==> src/design/crc32fgc_pkg.sv <==
// ----------------------------------------------------------------------------
// crc32fgc_pkg
// Shared types, constants and the byte-wide reflected CRC update for the
// CRC-32 field generator and checker.
// ----------------------------------------------------------------------------
package crc32fgc_pkg;

  // reflected polynomials and all-ones init / final xor
  localparam logic [31:0] POLY_IEEE = 32'hEDB88320;
  localparam logic [31:0] POLY_CAST = 32'h82F63B78;
  localparam logic [31:0] CRC_ONES  = 32'hFFFFFFFF;

  // configuration port widths
  localparam int CFG_IDX_W  = 1;
  localparam int CFG_DATA_W = 1;

  // register indexes
  typedef enum logic [CFG_IDX_W-1:0] {
    REG_POLY_SELECT = 1'b0,
    REG_CHECK_MODE  = 1'b1
  } reg_idx_t;

  // result status codes
  typedef enum logic [1:0] {
    STATUS_OK       = 2'd0,
    STATUS_MISMATCH = 2'd1,
    STATUS_SHORT    = 2'd2
  } status_t;

  // configuration settings seen by the datapath
  typedef struct packed {
    logic poly_select;
    logic check_mode;
  } cfg_t;

  // one byte through a reflected crc, lsb first
  function automatic logic [31:0] crc_byte(input logic [31:0] crc_in,
                                           input logic [7:0]  data,
                                           input logic [31:0] poly);
    logic [31:0] c;
    c = crc_in ^ {24'd0, data};
    for (int k = 0; k < 8; k++) begin
      if (c[0]) begin
        c = (c >> 1) ^ poly;
      end else begin
        c = c >> 1;
      end
    end
    return c;
  endfunction

endpackage

==> src/design/crc32fgc_if.sv <==
// ----------------------------------------------------------------------------
// crc32fgc_if
// Valid/ready channels of the CRC-32 field generator and checker: frame
// bytes in, results out, and register writes.
// ----------------------------------------------------------------------------

// frame byte channel
interface crc32fgc_frame_if;
  logic       valid;
  logic       ready;
  logic [7:0] data_byte;
  logic       frame_end;

  modport source(output valid, output data_byte, output frame_end, input ready);
  modport sink(input valid, input data_byte, input frame_end, output ready);
endinterface

// result channel
interface crc32fgc_result_if;
  logic        valid;
  logic        ready;
  logic [31:0] crc_value;
  logic [1:0]  status;

  modport source(output valid, output crc_value, output status, input ready);
  modport sink(input valid, input crc_value, input status, output ready);
endinterface


==> src/design/crc32fgc_core.sv <==
// ----------------------------------------------------------------------------
// crc32fgc_core
// Input register, frame state and byte-wide CRC update, and the result
// register. One byte is consumed per cycle unless a frame end meets a full slot.
// ----------------------------------------------------------------------------
module crc32fgc_core import crc32fgc_pkg::*; (
  input  logic             clk,
  input  logic             rst,
  input  cfg_t             settings,
  crc32fgc_frame_if.sink   frame,
  crc32fgc_result_if.source result
);

  // input register
  logic        in_valid;
  logic [7:0]  in_byte;
  logic        in_end;

  // frame state
  logic [31:0] running_crc;
  logic [2:0]  header_position;
  logic [31:0] stored_field;

  // next values
  logic [31:0] running_crc_next;
  logic [2:0]  header_position_next;
  logic [31:0] stored_field_next;
  logic [31:0] crc_final;
  status_t     status_next;
  logic [31:0] poly;
  logic        go;

  // a byte moves on unless it ends a frame and a full result slot is not taken
  assign go          = in_valid && (!in_end || !result.valid || result.ready);
  assign frame.ready = !in_valid || go;

  // capture the request
  always_ff @(posedge clk) begin
    if (rst) begin
      in_valid <= 1'b0;
    end else if (frame.ready) begin
      in_valid <= frame.valid;
    end
  end

  always_ff @(posedge clk) begin
    if (frame.ready && frame.valid) begin
      in_byte <= frame.data_byte;
      in_end  <= frame.frame_end;
    end
  end

  // field capture or crc update
  assign poly = settings.poly_select ? POLY_CAST : POLY_IEEE;

  always_comb begin
    running_crc_next     = running_crc;
    header_position_next = header_position;
    stored_field_next    = stored_field;
    if (!header_position[2]) begin
      stored_field_next    = {stored_field[23:0], in_byte};
      header_position_next = header_position + 3'd1;
    end else begin
      running_crc_next = crc_byte(running_crc, in_byte, poly);
    end
  end

  // result and status
  assign crc_final = running_crc_next ^ CRC_ONES;

  always_comb begin
    if (!header_position_next[2]) begin
      status_next = STATUS_SHORT;
    end else if (settings.check_mode && (crc_final != stored_field_next)) begin
      status_next = STATUS_MISMATCH;
    end else begin
      status_next = STATUS_OK;
    end
  end

  // frame state, cleared after the last byte
  always_ff @(posedge clk) begin
    if (rst) begin
      running_crc     <= CRC_ONES;
      header_position <= '0;
      stored_field    <= '0;
    end else if (go) begin
      if (in_end) begin
        running_crc     <= CRC_ONES;
        header_position <= '0;
        stored_field    <= '0;
      end else begin
        running_crc     <= running_crc_next;
        header_position <= header_position_next;
        stored_field    <= stored_field_next;
      end
    end
  end

  // result register
  always_ff @(posedge clk) begin
    if (rst) begin
      result.valid <= 1'b0;
    end else if (go && in_end) begin
      result.valid <= 1'b1;
    end else if (result.ready) begin
      result.valid <= 1'b0;
    end
  end

  always_ff @(posedge clk) begin
    if (go && in_end) begin
      result.crc_value <= crc_final;
      result.status    <= status_next;
    end
  end

endmodule

==> src/flat_wrapper.sv <==
// flat-port wrapper written by rule: the top's interface ports become plain ports
module crc32fgc_core_flat import crc32fgc_pkg::*;
  (clk, rst, settings, frame_valid, frame_data_byte, frame_frame_end, frame_ready, result_valid, result_crc_value, result_status, result_ready);
  crc32fgc_frame_if frame_i ();
  crc32fgc_result_if result_i ();
  input  logic clk;
  input  logic rst;
  input  cfg_t settings;
  input wire logic [$bits(frame_i.valid)-1:0] frame_valid;
  input wire logic [$bits(frame_i.data_byte)-1:0] frame_data_byte;
  input wire logic [$bits(frame_i.frame_end)-1:0] frame_frame_end;
  output wire logic [$bits(frame_i.ready)-1:0] frame_ready;
  output wire logic [$bits(result_i.valid)-1:0] result_valid;
  output wire logic [$bits(result_i.crc_value)-1:0] result_crc_value;
  output wire logic [$bits(result_i.status)-1:0] result_status;
  input wire logic [$bits(result_i.ready)-1:0] result_ready;
  assign frame_i.valid = frame_valid;
  assign frame_i.data_byte = frame_data_byte;
  assign frame_i.frame_end = frame_frame_end;
  assign frame_ready = frame_i.ready;
  assign result_valid = result_i.valid;
  assign result_crc_value = result_i.crc_value;
  assign result_status = result_i.status;
  assign result_i.ready = result_ready;
  crc32fgc_core u_core (.clk(clk), .rst(rst), .settings(settings), .frame(frame_i), .result(result_i));
endmodule
==> config.mk <==
export PLATFORM = sky130hd
export DESIGN_NAME = crc32fgc_core_flat
export DESIGN_NICKNAME = d
export VERILOG_FILES = /design/src/design/crc32fgc_pkg.sv /design/src/design/crc32fgc_if.sv /design/src/design/crc32fgc_core.sv /design/src/flat_wrapper.sv
export SDC_FILE = /design/constraint.sdc
export NUM_CORES = 1
export LEC_CHECK = 0
export BUFFER_PORTS_ARGS = -buffer_cell sky130_fd_sc_hd__buf_2
export CORE_MARGIN = 2
export CORE_UTILIZATION = 60
export CTS_CLUSTER_SIZE = 25
export DETAILED_ROUTE_END_ITERATION = 10
export PLACE_DENSITY = 0.8
export SYNTH_ARGS = -nofsm -noshare
export SYNTH_HDL_FRONTEND = slang
export SYNTH_SLANG_ARGS = --single-unit
==> constraint.sdc <==
create_clock -name clk -period 4.6 [get_ports clk]
set_input_delay 0.92 -clock clk [delete_from_list [all_inputs] [get_ports clk]]
set_output_delay 0.92 -clock clk [all_outputs]
set_load 0.03 [all_outputs]
==> summary.txt, run 1 <==
Layout
  – Layout cells sized above 1: 15.5%
  – Core Util, Final: 66.8%
  – Post-route cell area: 7570 µm²
  – Layout Cells excl Fill: 832
  – NumNets Final: 700
  – Fillcell total: 914
  – ANT cells: 0
  – Syn-to-layout area delta: 10.0%

GRT
  – First-pass GRT wire length: 29500 µm
  – Largest net degree at the start of global routing: 65
  – Initial antenna violation count: 0
  – Remaining Overflow, GRT: 0
  – GR Util All Layers: 31.9%
  – Vias in the first global route: 5001

Critical path
  – Crit path max fanout: 15
  – CP Capture Type: register
  – Crit Path Category: reg2reg
  – Required @ worst endpoint: 4710 ps
  – WP data arrival: 3830 ps
  – Crit start category: register

Die
  – Core box area: 11300 µm²
  – Die span in x: 111 µm
  – Starting density of the core: 60.7%
  – Die area: 12300 µm²
  – Die Ht: 111 µm
  – Num rows: 39
  – Top-Level Pins: 51

STA
  – Peak Freq: 268 MHz
  – Setup TNS: 0 ps
  – Final setup vio count: 0
  – RSZ-0062 raised after global routing: no
  – Final worst path period share: 81.0%
  – Measured slew at the worst slew-check pin: 921 ps
  – Clock skew: 6.08 ps
  – Slew margin rel.: 38.3%
  – Slew Viols, Final: 0
  – Period minus WS final: 3730 ps
  – Final hold violations: 0

Power and ir drop
  – Leak: 0.00302 µW
  – Pwr/cell area: 423 nW/µm²
  – VDD IR max: 0.449 mV

Route
  – Starting DRC count in detailed routing: 499
  – DRC violations left: 0
  – ANT nets after route: 0
  – DRT Pass-1 Iters: 7
  – Via/cell ratio: 6.16
  – Vias: 5129
  – DR WL/cell: 22.9 µm
  – Final WL: 19000 µm

Placement
  – Area post-placement: 7260 µm²
  – Port buffer count: 50
  – Post-DP HPWL: 13900 µm
  – Placed insts: 816
  – Gpl congestion: 1.02

Clock tree
  – Later-pin clock latency in the skew report: 370 ps
  – Post-CTS Setup Inserts: 0
  – Hold-fix buffers at CTS: 0
  – Clk slew on worst S/H paths: 80 ps
  – Num CTS Buffers: 9
  – CTS max path bufs: 2
  – CTS resizes: 0
  – CTS tree: done
  – CTS root buffer: clkbuf_16
  – Clk sinks: 112
  – H-Tree Depth: 3

Yosys
  – Mapped Area: 6880 µm²
  – Top FF cell, synth: dfxtp_1
  – Post-synth net total: 668
  – Cell taking the most area after synthesis: dfxtp_1
  – Count of different cell masters after synthesis: 54
  – Post-Syn Instances: 652
  – Asr flop ratio synth: 0%
  – Top cells by area, synth: dfxtp_1, edfxtp_1, xnor2_1
  – Post-synth top area share: 20.1%
  – Sequential element share of the synthesized area: 38.9%
  – Number of flops mapped to enable cells by yosys: 43
  – Avg Inst Size Synth: 10.5 µm²
  – Synth Register Bits: 112
  – Ys Warns: 0

Min path
  – Tightest Hold Check Type: reg2reg

Job
  – Max cap viols: 0

Outcome
  – Status: finished, final reports clean
==> power breakdown <==
part / switching (µW) / internal [µW] / leakage, µW
Sequential: 44.5 / 1070 / 0.000969
Combinational: 689 / 570 / 0.00189
Clock: 395 / 436 / 0.000154
Total: 1130 / 2070 / 0.00302
==> logic make-up after synthesis <==
family	after synthesis	share of synthesized area, %
adders and majority gates	1	0.182
DFF	112	38.9
buffers and inverters	48	2.75
and+or+nand+nor	156	9.93
muxes	32	4.68
AOI/OAI and AO/OA	130	13.1
xor gates and xnor gates	173	30.5
==> per-layer routing <==
| metal | vias up | track usage, % | wire length, µm |
|---|---|---|---|
| li1 | 2378 | - | - |
| met1 | 2526 | 43.5 | 8200 |
| met2 | 199 | 52.2 | 9190 |
| met3 | 26 | 4.76 | 1190 |
| met4 | 0 | 11.4 | 451 |
| met5 | - | 0 | 0 |
==> placed cells by master (no fill, tap or decap), types with 4 or more instances in the layout <==
cell type and instances:
dfxtp_1 69, a31oi_1 6, buf_2 50, edfxtp_1 43
xnor3_1 20, nor2_1 59, inv_1 6, nand2_1 55
nor2b_1 5, xnor2_4 6, nand3_1 5, clkbuf_16 9
xor3_1 5, o21ai_0 11, xor2_1 38, xor2_2 5
buf_4 13, nand4_1 6, a21oi_1 24, o211ai_1 34
nor3_1 5, a22oi_1 34, nor4_1 4, mux2i_1 31
xnor2_2 10, xnor2_1 88
==> synth_stat cells (5+ instances only) <==
| cell type | n |
|---|---|
| xor2_1 | 38 |
| xnor3_1 | 20 |
| xnor2_4 | 6 |
| nand3_1 | 5 |
| o211ai_1 | 34 |
| nand4_1 | 6 |
| xor3_1 | 5 |
| nand2_1 | 56 |
| a21oi_1 | 24 |
| dfxtp_1 | 69 |
| xnor2_1 | 89 |
| clkbuf_1 | 30 |
| a31oi_1 | 6 |
| edfxtp_1 | 43 |
| buf_1 | 7 |
| xor2_2 | 5 |
| inv_1 | 6 |
| o21ai_0 | 11 |
| xnor2_2 | 9 |
| a22oi_1 | 34 |
| nor2b_1 | 5 |
| mux2i_1 | 31 |
| nor3_1 | 5 |
| nor2_1 | 61 |
==> worst max-delay path: stages, from the launching register on <==
cell      delay [ps]
edfxtp_1         510
xnor2_2          560
buf_4            360
xnor3_1          290
nand2_2          130
xnor2_1          370
xnor3_1          530
xor2_1           250
nand4_1          120
a21oi_1          220
a31oi_1          100
==> registers in the layout, summed over array words and instances (netlist names) <==
name                     flops
u_core.header_position       3
u_core.in_byte               8
u_core.in_end                1
u_core.in_valid              1
u_core.result.crc_value     32
u_core.result.status         2
u_core.result.valid          1
u_core.running_crc          32
u_core.stored_field         32
==> final cells by class <==
class / instances / area (µm²) / share of cell area (%)
clock inverter: 7 / 85.1 / 1.12
inverter: 6 / 22.5 / 0.298
sequential: 112 / 2670 / 35.3
timing repair buffer: 63 / 348 / 4.60
clock buffer: 9 / 225 / 2.98
tap: 143 / 179 / 2.36
multi-input combinational: 492 / 4040 / 53.3
==> worst paths after layout <==
| check | start | end | slack, ps | depth (start not counted) |
|---|---|---|---|---|
| setup / recovery | u_core.in_byte[3] | u_core.result.status[0] | 870 | 10 |
| hold / removal | u_core.running_crc[31] | u_core.running_crc[31] | 540 | 2 |
| setup reg to reg | u_core.in_byte[3] | u_core.result.status[0] | 870 | 10 |
| hold reg to reg | u_core.running_crc[31] | u_core.running_crc[31] | 540 | 2 |
==> metrics by stage <==
| step | setup WS, ps | total power, µW | hold slack, ps |
|---|---|---|---|
| floorplan | 1210 | 2080 | 481 |
| global placement | 1020 | 2360 | 495 |
| detailed placement | 932 | 2370 | 529 |
| CTS | 916 | 3200 | 542 |
| global route | 712 | 3320 | 564 |
| finish | 873 | 3200 | 538 |
Note: power is estimated with default switching activity, not from simulation.
==> inputs of run 2 (changes only) <==
clock period = 3.8 ns   (was 4.6 ns; I/O delays follow)
==> run 2 against run 1 <==
Compared with the run above: critical path depth decreased by 1; utilization increased by 1.0 points; global-route usage decreased by 0.66 points; flip-flop and latch count unchanged; fmax increased by 4.7%; sequential share of layout area decreased by 0.52 points; wire length decreased by 0.86%; setup slack got worse by 630 ps; via count about the same; combinational power increased by 23%; register-to-register slack got worse by 630 ps; largest cell class unchanged; highest routed layer unchanged.
==> summary.txt, run 2 (synthesized netlist as in run 1, its figures left out) <==
Die
  – Die Ht: 111 µm (unchanged)
  – Die area: 12300 µm² (unchanged)
  – Core box area: 11300 µm² (unchanged)
  – Num rows: 39 (unchanged)
  – Starting density of the core: 60.7% (unchanged)
  – Die span in x: 111 µm (unchanged)
  – Top-Level Pins: 51 (unchanged)

Critical path
  – Crit-path most repeated cell: xor2_2
  – Setup crit start: u_core.in_byte[1]
  – WP data arrival: 3650 ps (-180 ps)
  – Worst r2r dst: u_core.result.status[0]
  – Critical-path top delay cell: xnor2_4
  – Crit path max fanout: 16 (+1)
  – Crit Path Category: reg2reg
  – Stages on the worst setup path: 9 (-1)
  – Crit path largest cell delay: 690 ps (+130 ps)
  – Reg2reg path depth: 9 (-1)
  – Crit path capture: u_core.result.status[0]
  – Worst R2R Setup Slack: 240 ps (-630 ps)
  – Required @ worst endpoint: 3890 ps (-820 ps)
  – Crit-path leading delay family: XOR/XNOR gates
  – Worst Path Buf+Inv: 0 (-1)
  – Crit start category: register
  – Worst r2r src: u_core.in_byte[1]
  – Crit path cell chain: xnor2_4 -> xor2_2 -> xnor2_2 -> xor2_2 -> xnor3_2 -> xnor2_1 -> nor4_1 -> a32o_1 -> a31oi_1
  – CP Capture Type: register

Route
  – DRT Pass-1 Iters: 4 (-3)
  – Starting DRC count in detailed routing: 372 (-25%)
  – Via/cell ratio: 6.06 (-1.8%)
  – Met3 wire length: 1090 µm (-8.5%)
  – Final WL: 18900 µm (-0.86%)
  – Vias: 5124 (-0.097%)
  – ANT nets after route: 0 (unchanged)
  – DR WL/cell: 22.3 µm (-2.5%)
  – Top routing layer used: met4
  – Met2 WL: 8780 µm (-4.5%)
  – DRC violations left: 0 (unchanged)
  – Post-Route M1 WL: 8430 µm (+2.8%)

Power and ir drop
  – Clock share of power: 26.0% (about the same)
  – Pwr/cell area: 508 nW/µm² (+20%)
  – Comb pwr share: 39.6% (+0.3 points)
  – Internal: 2600 µW (+25%)
  – VDD IR max: 0.373 mV (-17%)
  – Net Sw Power: 1310 µW (+16%)
  – Leak: 0.00308 µW (+2.2%)
  – Switch share: 33.5% (-1.8 points)
  – Sequential Power Share: 34.5% (-0.2 points)

STA
  – Clock skew: 8.64 ps (+2.56 ps)
  – Final setup vio count: 0 (unchanged)
  – Setup TNS: 0 ps (unchanged)
  – Worst hold slack: 523 ps (-15.0 ps)
  – Slew Viols, Final: 0 (unchanged)
  – Final hold violations: 0 (unchanged)
  – Measured slew at the worst slew-check pin: 976 ps (+55.5 ps)
  – RSZ-0062 raised after global routing: no
  – Period minus WS final: 3560 ps (-166 ps)
  – Peak Freq: 281 MHz (+4.7%)
  – Final worst path period share: 93.7% (+13 points)
  – Slew margin rel.: 34.6% (-3.7 points)

Layout
  – Fillcell total: 890 (-2.6%)
  – Syn-to-layout area delta: 11.7%
  – Layout cells sized above 1: 17.2% (+1.7 points)
  – Most common cell after layout, fill and taps aside: xnor2_1
  – Most frequent cells in the layout: xnor2_1, dfxtp_1, nor2_1
  – Top flop regs: u_core.result.crc_value: 32 flops, u_core.running_crc: 32 flops, u_core.stored_field: 32 flops
  – NumNets Final: 714 (+2.0%)
  – ANT cells: 0 (unchanged)

Clock tree
  – Clk slew on worst S/H paths: 70 ps (about the same)
  – Num CTS Buffers: 9 (unchanged)
  – CTS tree: done
  – H-Tree Depth: 3 (unchanged)
  – CTS resizes: 0 (unchanged)
  – Hold-fix buffers at CTS: 0 (unchanged)
  – Later-pin clock latency in the skew report: 360 ps (about the same)
  – Clk sinks: 112 (unchanged)
  – CTS max path bufs: 2 (unchanged)
  – CTS root buffer: clkbuf_16
  – Post-CTS Setup Inserts: 0 (unchanged)

Job
  – Max cap viols: 0 (unchanged)

GRT
  – First-pass GRT wire length: 29300 µm (-0.75%)
  – GR Util All Layers: 31.2% (-0.66 points)
  – Vias in the first global route: 4949 (-1.0%)
  – Remaining Overflow, GRT: 0 (unchanged)
  – Initial antenna violation count: 0 (unchanged)
  – Largest net degree at the start of global routing: 65 (unchanged)

Placement
  – Port buffer count: 50 (unchanged)
  – Gpl congestion: 0.951 (-6.4%)
  – Post-DP HPWL: 13800 µm (-1.0%)

Min path
  – Tightest Hold Check Type: reg2reg
  – WHS Path Cells: 2 (unchanged)

Outcome
  – Status: finished, final reports clean
run 2: cell types whose count changed in the layout (fill, tap and decap cells not counted), sizes merged:
| cell | previous run | this run |
|---|---|---|
| clkbuf | 9 | 10 |
| buf | 63 | 77 |
| clkinvlp | 0 | 1 |
| bufinv | 1 | 2 |
| inv | 11 | 8 |
run 2: final cells by class:
class	instances	area, µm²	area share [%]
Multi-Input combinational cell	492	4040	52.5
Sequential cell	112	2670	34.8
Timing Repair Buffer	77	453	5.90
Clock buffer	10	229	2.98
Tap cell	143	179	2.33
Clock inverter	6	90.1	1.17
Inverter	6	22.5	0.293
run 2: per-stage QoR:
stage,utilization (%),total power [µW],worst slack [ps],instances,area (µm²)
5_1_grt,67.8,4070,34.4,846,7680
2_1_floorplan,-,2520,567,652,6880
4_1_cts,67.8,3900,247,846,7680
3_3_place_gp,65.0,2900,380,830,7360
6_report,67.8,3910,239,846,7680
3_5_place_dp,65.0,2890,268,830,7360
run 2: worst min path at each step:
stage                                    from                         to  slack (ps)
floorplan             u_core.stored_field[25]    u_core.stored_field[25]         480
global placement    u_core.header_position[1]  u_core.header_position[1]         500
detailed placement  u_core.header_position[1]  u_core.header_position[1]         510
CTS                   u_core.stored_field[25]    u_core.stored_field[25]         530
global route          u_core.stored_field[25]    u_core.stored_field[25]         540
finish              u_core.header_position[1]  u_core.header_position[1]         520
run 2: power by group through the flow:
stage / Sequential, µW / Combinational [µW] / Clock, µW
6_report: 1350 / 1550 / 1010
5_1_grt: 1350 / 1640 / 1070
4_1_cts: 1350 / 1530 / 1030
3_5_place_dp: 1370 / 1520 / 0
3_3_place_gp: 1370 / 1530 / 0
2_1_floorplan: 1380 / 1140 / 0
run 2: layer usage:
metal,vias up,GRT usage (%)
met3,27,4.16
met4,0,11.5
met2,190,49.2
met1,2517,44.4
met5,-,0
li1,2390,-
run 2: tightest hold or removal path, cell delays in order (launching register included):
cell     delay [ps]
dfxtp_1         340
a22oi_1          80
nor2_1           70
